--- src/design/trga_pkg.sv ---
// Shared types and constants of the risk grid accumulator.
// Used by the controller, the datapath and the top level; no dependencies.
`default_nettype none

package trga_pkg;

  localparam int LAYER_W  = 4;
  localparam int TILE_W   = 6;
  localparam int AMOUNT_W = 16;
  localparam int POS_W    = 31;
  localparam int RISK_W   = 16;
  localparam int PITCH_W  = 16;
  localparam int CFG_IDX_W = 3;
  localparam int CFG_W    = 31;

  localparam int LAYER_LSB  = 0;
  localparam int COL_LSB    = LAYER_LSB + LAYER_W;
  localparam int ROW_LSB    = COL_LSB + TILE_W;
  localparam int AMOUNT_LSB = ROW_LSB + TILE_W;
  localparam int POSX_LSB   = AMOUNT_LSB + AMOUNT_W;
  localparam int POSY_LSB   = POSX_LSB + POS_W;
  localparam int IN_TDATA_W = 96;

  localparam int DIV_W     = 32;
  localparam int DIV_STEPS = 32;
  localparam int STEP_W    = 5;

  localparam logic OP_ADD   = 1'b0;
  localparam logic OP_QUERY = 1'b1;

  localparam logic [CFG_IDX_W-1:0] REG_ENABLE     = 3'd0;
  localparam logic [CFG_IDX_W-1:0] REG_ORIGIN_X   = 3'd1;
  localparam logic [CFG_IDX_W-1:0] REG_ORIGIN_Y   = 3'd2;
  localparam logic [CFG_IDX_W-1:0] REG_TILE_PITCH = 3'd3;
  localparam logic [CFG_IDX_W-1:0] REG_TILES_X    = 3'd4;
  localparam logic [CFG_IDX_W-1:0] REG_TILES_Y    = 3'd5;
  localparam logic [CFG_IDX_W-1:0] REG_LAYERS     = 3'd6;

  typedef struct packed {
    logic capture;
    logic clr_wr;
    logic add_rd;
    logic add_wr;
    logic q_abs;
    logic q_step;
    logic q_chk;
    logic q_rd;
    logic out_load;
  } dp_cmd_t;

  typedef struct packed {
    logic clr_last;
  } dp_stat_t;

endpackage

`default_nettype wire

--- src/design/trga_ctrl.sv ---
// Controller of the risk grid accumulator: sequences clearing, adds and queries.
// Drives the datapath through trga_pkg::dp_cmd_t and owns the result handshake.
`default_nettype none

module trga_ctrl (
  input  wire logic               clk,
  input  wire logic               rst_n,
  input  wire logic               in_tvalid,
  input  wire logic               in_tuser,
  output logic                    in_tready,
  input  wire logic               out_tready,
  output logic                    out_tvalid,
  input  wire trga_pkg::dp_stat_t stat,
  output trga_pkg::dp_cmd_t       cmd
);

  typedef enum logic [8:0] {
    S_CLEAR  = 9'b000000001,
    S_IDLE   = 9'b000000010,
    S_ADD_RD = 9'b000000100,
    S_ADD_WR = 9'b000001000,
    S_Q_ABS  = 9'b000010000,
    S_Q_DIV  = 9'b000100000,
    S_Q_CHK  = 9'b001000000,
    S_Q_RD   = 9'b010000000,
    S_Q_OUT  = 9'b100000000
  } state_t;

  state_t                      state_r;
  state_t                      state_nxt;
  logic [trga_pkg::STEP_W-1:0] step_r;
  logic [trga_pkg::STEP_W-1:0] step_nxt;
  logic                        out_valid_r;
  logic                        out_valid_nxt;
  logic                        out_free;

  assign out_free = !out_valid_r || out_tready;

  always_comb begin
    cmd       = '0;
    state_nxt = state_r;
    in_tready = 1'b0;
    case (state_r)
      S_CLEAR: begin
        cmd.clr_wr = 1'b1;
        if (stat.clr_last) begin
          state_nxt = S_IDLE;
        end
      end
      S_IDLE: begin
        in_tready   = 1'b1;
        cmd.capture = in_tvalid;
        if (in_tvalid) begin
          state_nxt = (in_tuser == trga_pkg::OP_QUERY) ? S_Q_ABS : S_ADD_RD;
        end
      end
      S_ADD_RD: begin
        cmd.add_rd = 1'b1;
        state_nxt  = S_ADD_WR;
      end
      S_ADD_WR: begin
        cmd.add_wr = 1'b1;
        state_nxt  = S_IDLE;
      end
      S_Q_ABS: begin
        cmd.q_abs = 1'b1;
        state_nxt = S_Q_DIV;
      end
      S_Q_DIV: begin
        cmd.q_step = 1'b1;
        if (step_r == trga_pkg::STEP_W'(trga_pkg::DIV_STEPS - 1)) begin
          state_nxt = S_Q_CHK;
        end
      end
      S_Q_CHK: begin
        cmd.q_chk = 1'b1;
        state_nxt = S_Q_RD;
      end
      S_Q_RD: begin
        cmd.q_rd  = 1'b1;
        state_nxt = S_Q_OUT;
      end
      S_Q_OUT: begin
        if (out_free) begin
          cmd.out_load = 1'b1;
          state_nxt    = S_IDLE;
        end
      end
      default: begin
        state_nxt = S_IDLE;
      end
    endcase
  end

  always_comb begin
    step_nxt = step_r;
    if (cmd.q_abs) begin
      step_nxt = '0;
    end else if (cmd.q_step) begin
      step_nxt = step_r + trga_pkg::STEP_W'(1);
    end
    out_valid_nxt = out_valid_r;
    if (cmd.out_load) begin
      out_valid_nxt = 1'b1;
    end else if (out_tready) begin
      out_valid_nxt = 1'b0;
    end
  end

  always_ff @(posedge clk) begin
    if (!rst_n) begin
      state_r     <= S_CLEAR;
      step_r      <= '0;
      out_valid_r <= 1'b0;
    end else begin
      state_r     <= state_nxt;
      step_r      <= step_nxt;
      out_valid_r <= out_valid_nxt;
    end
  end

  assign out_tvalid = out_valid_r;

endmodule

`default_nettype wire

--- config.mk ---
export PLATFORM = sky130hd
export DESIGN_NAME = trga_ctrl
export DESIGN_NICKNAME = d
export VERILOG_FILES = /design/src/design/trga_pkg.sv /design/src/design/trga_ctrl.sv
export SDC_FILE = /design/constraint.sdc
export NUM_CORES = 1
export LEC_CHECK = 0
export BUFFER_PORTS_ARGS = -buffer_cell sky130_fd_sc_hd__buf_4
export CORE_MARGIN = 1
export CORE_UTILIZATION = 39
export DETAILED_ROUTE_END_ITERATION = 8
export HOLD_SLACK_MARGIN = 0.08
export PLACE_DENSITY_LB_ADDON = 0.25
export SLEW_MARGIN = 10
export SYNTH_ARGS = -nofsm -noshare
export SYNTH_HDL_FRONTEND = slang
export SYNTH_SLANG_ARGS = --single-unit
--- constraint.sdc ---
create_clock -name clk -period 1.7 [get_ports clk]
set_clock_uncertainty 0.15 [all_clocks]
set_input_delay 0.17 -clock clk [delete_from_list [all_inputs] [get_ports clk]]
set_output_delay 0.17 -clock clk [all_outputs]
set_load 0.005 [all_outputs]
==> impl_metrics.ini <==
[grt]
grt_max_degree = 9
antenna_found_initial = 0
grt_pass1_vias = 792
grt_overflow = 0
grt_pass1_wl_mm = 3.42
grtUsageTotal_pct = 22.0

[logic_synthesis]
yosysWarnings = 0
synthCells = 93
ys.flop_type = dfxtp_1
ys_seq_elements = 15
synthDistinctLibCells = 33
synthTopCellsByArea = dfxtp_1 (37%), nor2_1 (4.6%), xor2_1 (4.3%)
synth_top_area_cell = dfxtp_1
synth_top_area_share_pct = 37.2
synth_edf_count = 0
seq_area_frac_synth_pct = 37.2
syn_avg_cell_area_sq_um = 8.69
synth.cell_area_sq_um = 808
synth_nets = 101
synthArstFlopShare_pct = 0

[cells_and_area]
fin_util_pct = 71.0
fin_cells = 167
nets = 149
nFillCells = 151
area_delta_synth_final_pct = 72.3
diodes = 0
layout-drive-gt1-share_pct = 56.4

[routing]
wl_per_cell_microns = 15.9
drt-vias-per-instance = 5.59
drt_iter0_drc = 39
wirelength_mm = 2.66
drc = 0
vias = 933
ant_nets = 0
drt_pass1_iterations = 6

[power]
irDropWorstVdd_uv = 495
cell_internal_pwr_uw = 537
p_leak_uw = 0.000617
p_sw_share_pct = 29.5
clkPwrFrac_pct = 28.8
p_sw_uw = 225
cellPowerDensity_nw_per_um2 = 548
combPwrFrac_pct = 24.0
pwr-share-seq_pct = 47.2

[clocking]
clkSinkCount = 15
clk_pin_slew_ns = 0.09
clock_latency_ns = 0.30
tritoncts = done
cts_root_buffer = clkbuf_4
clock_path_buffers = 2
cts_made_buffers = 3
htree_levels = 1

[timing]
tightestPinTransition_ns = 0.413
grt_setup_unrepaired = yes
period_share_pct = 112
post-route-worst-setup-slack_ns = -0.209
slew_headroom_pct = 72.3
finalMaxSlewViolations = 0
tns_ns = -1.78
fmax_mhz = 524
min_period_ns = 1.91
finalSetupViolCount = 14
hold_viol = 0

[place]
portBuffers = 16
dp.cells = 146
place_congestion = 0.783
dpl.hpwl_mm = 1.42

[run_status]
violations = setup timing
outcome = complete, but fails checks

[worst_setup_path]
critPathKind = flip-flop to output pin
cp_num_buf_inv = 2
cpPeakStageDelay_ns = 0.35
cp_top_family = simple AND/OR/NAND/NOR gates
startpoint_type = flip-flop
path_depth = 5
end_kind = output pin
reg2regPathDepth = 5
crit_top_cell = buf_4
crit_start = state_r[6]$_SDFFE_PN0P_
r2r_start = state_r[6]$_SDFFE_PN0P_
crit_end = cmd[5]
crit_fanout = 4
cpMaxStageDelayCell = dfxtp_4
worstPathArrival_ns = 1.59
r2r_slack_ns = -0.16
worst_ep_required_time_ns = 1.38
worstReg2RegEnd = state_r[1]$_SDFFE_PN0P_
path_cells = buf_4 > nor3_4 > nand2_2 > nor4b_4 > buf_4

[die]
start_util_pct = 41.2
die_x_microns = 47.5
pin_count = 17
rows = 16
core_sq_um = 1960
dieArea_sq_um = 2260
die-height_microns = 47.5

[run]
maxCapViolations = 0

[min_path]
hp-class = flip-flop to flip-flop
## synthesized netlist by cell type (all sizes together) (3+ instances only)
| cell | number |
|---|---|
| dfxtp | 15 |
| nor2 | 10 |
| nor3 | 8 |
| inv | 6 |
| and3 | 5 |
| nand2 | 5 |
| nor2b | 4 |
| xor2 | 4 |
| nand2b | 3 |
| nand4 | 3 |
| nor4b | 3 |
| o21ai | 3 |
## flip-flops by register name (all words and copies together) (netlist names)
register and cells:
out_tvalid 1, state_r 9, step_r 5
## logic make-up (layout without fill, tap and decap cells)
family	after synthesis	after routing	share of synthesized area, %
and+or+nand+nor	53	53	41.5
DFF	15	15	37.2
AOI/OAI and AO/OA	10	10	7.74
buffers and inverters	7	54	3.72
xor gates and xnor gates	4	4	4.33
adders and majority gates	2	2	3.10
muxes	2	2	2.48
## power by group through the flow
stage | sequential [uW] | clock (uW) | combinational, uW
3_5_place_dp | 371 | 0 | 112
2_1_floorplan | 374 | 0 | 56.9
6_report | 360 | 220 | 183
3_3_place_gp | 371 | 0 | 110
5_1_grt | 360 | 239 | 194
4_1_cts | 362 | 213 | 154
## placed cells by master, fill, tap and decap left out, drive strengths merged
| cell type | Yosys | routed |
|---|---|---|
| nor4 | 2 | 2 |
| nor2b | 4 | 4 |
| o211ai | 1 | 1 |
| nor2 | 10 | 10 |
| nor4bb | 1 | 1 |
| and2 | 2 | 2 |
| nand4 | 3 | 3 |
| mux2i | 2 | 2 |
| or3 | 1 | 1 |
| dfxtp | 15 | 15 |
| a21boi | 1 | 1 |
| xor2 | 4 | 4 |
| nor4b | 3 | 3 |
| nor3b | 2 | 2 |
| o21ai | 3 | 3 |
| nand2 | 5 | 5 |
| or4 | 1 | 1 |
| nor3 | 8 | 8 |
| nand3b | 1 | 1 |
| dlygate4sd3 | 0 | 4 |
| a21oi | 2 | 2 |
| and3 | 5 | 5 |
| nand2b | 3 | 3 |
| nand3 | 1 | 1 |
| o21a | 1 | 1 |
| ha | 2 | 2 |
| and4b | 1 | 1 |
| clkbuf | 0 | 4 |
| buf | 1 | 40 |
| inv | 6 | 6 |
| o2111ai | 1 | 1 |
| a31oi | 1 | 1 |
## metal layers
metal | vias up | wire (microns) | track usage, %
li1 | 430 | - | -
met1 | 450 | 1130 | 28.5
met2 | 46 | 1320 | 35.3
met3 | 7 | 143 | 3.77
met4 | 0 | 63 | 10.3
met5 | - | 0 | 0
## cell type report
| type | count | area (sq um) | area share (%) |
|---|---|---|---|
| clock buffer | 4 | 26.3 | 1.89 |
| inverter | 6 | 22.5 | 1.62 |
| multi-input combinational | 71 | 623 | 44.7 |
| sequential | 15 | 324 | 23.3 |
| tap | 27 | 33.8 | 2.43 |
| timing repair buffer | 44 | 363 | 26.1 |
## worst min-delay path by stage
stage | startpoint | endpoint | depth (start not counted)
2_1_floorplan | in_tuser | state_r[2]$_SDFFE_PN0P_ | 1
3_3_place_gp | in_tuser | state_r[2]$_SDFFE_PN0P_ | 2
3_5_place_dp | in_tuser | state_r[2]$_SDFFE_PN0P_ | 2
4_1_cts | stat | state_r[0]$_SDFFE_PN1P_ | 4
5_1_grt | step_r[3]$_SDFFE_PP0N_ | step_r[3]$_SDFFE_PP0N_ | 2
6_report | step_r[4]$_SDFFE_PP0N_ | step_r[4]$_SDFFE_PP0N_ | 2
## tightest hold or removal path: cells and delay by family, from the launching register on
family | cells | cell delay, ns
mux | 1 | 0.08
simple gates | 1 | 0.08
flops | 1 | 0.36
## through the flow
step,hold WS (ns),setup WS (ns),power [uW],cell area [sq um]
final,0.396,-0.209,763,1390
after global routing,0.419,-0.275,793,1390
after CTS,0.217,-0.189,729,1290
after detailed placement,0.203,-0.0272,483,1040
after global placement,0.195,0.00710,481,1040
after floorplan,0.0993,0.0758,431,808
## timing repair
item | CTS | global route
endpoints found under the setup margin | 14 | 15
pin swaps | 9 | 5
buffers inserted | 8 | 5
resized for setup | 32 | 16
hold buffers | 4 | 0
endpoints found under the hold margin | 8 | 0
Note: power is estimated with default switching activity, not from simulation.
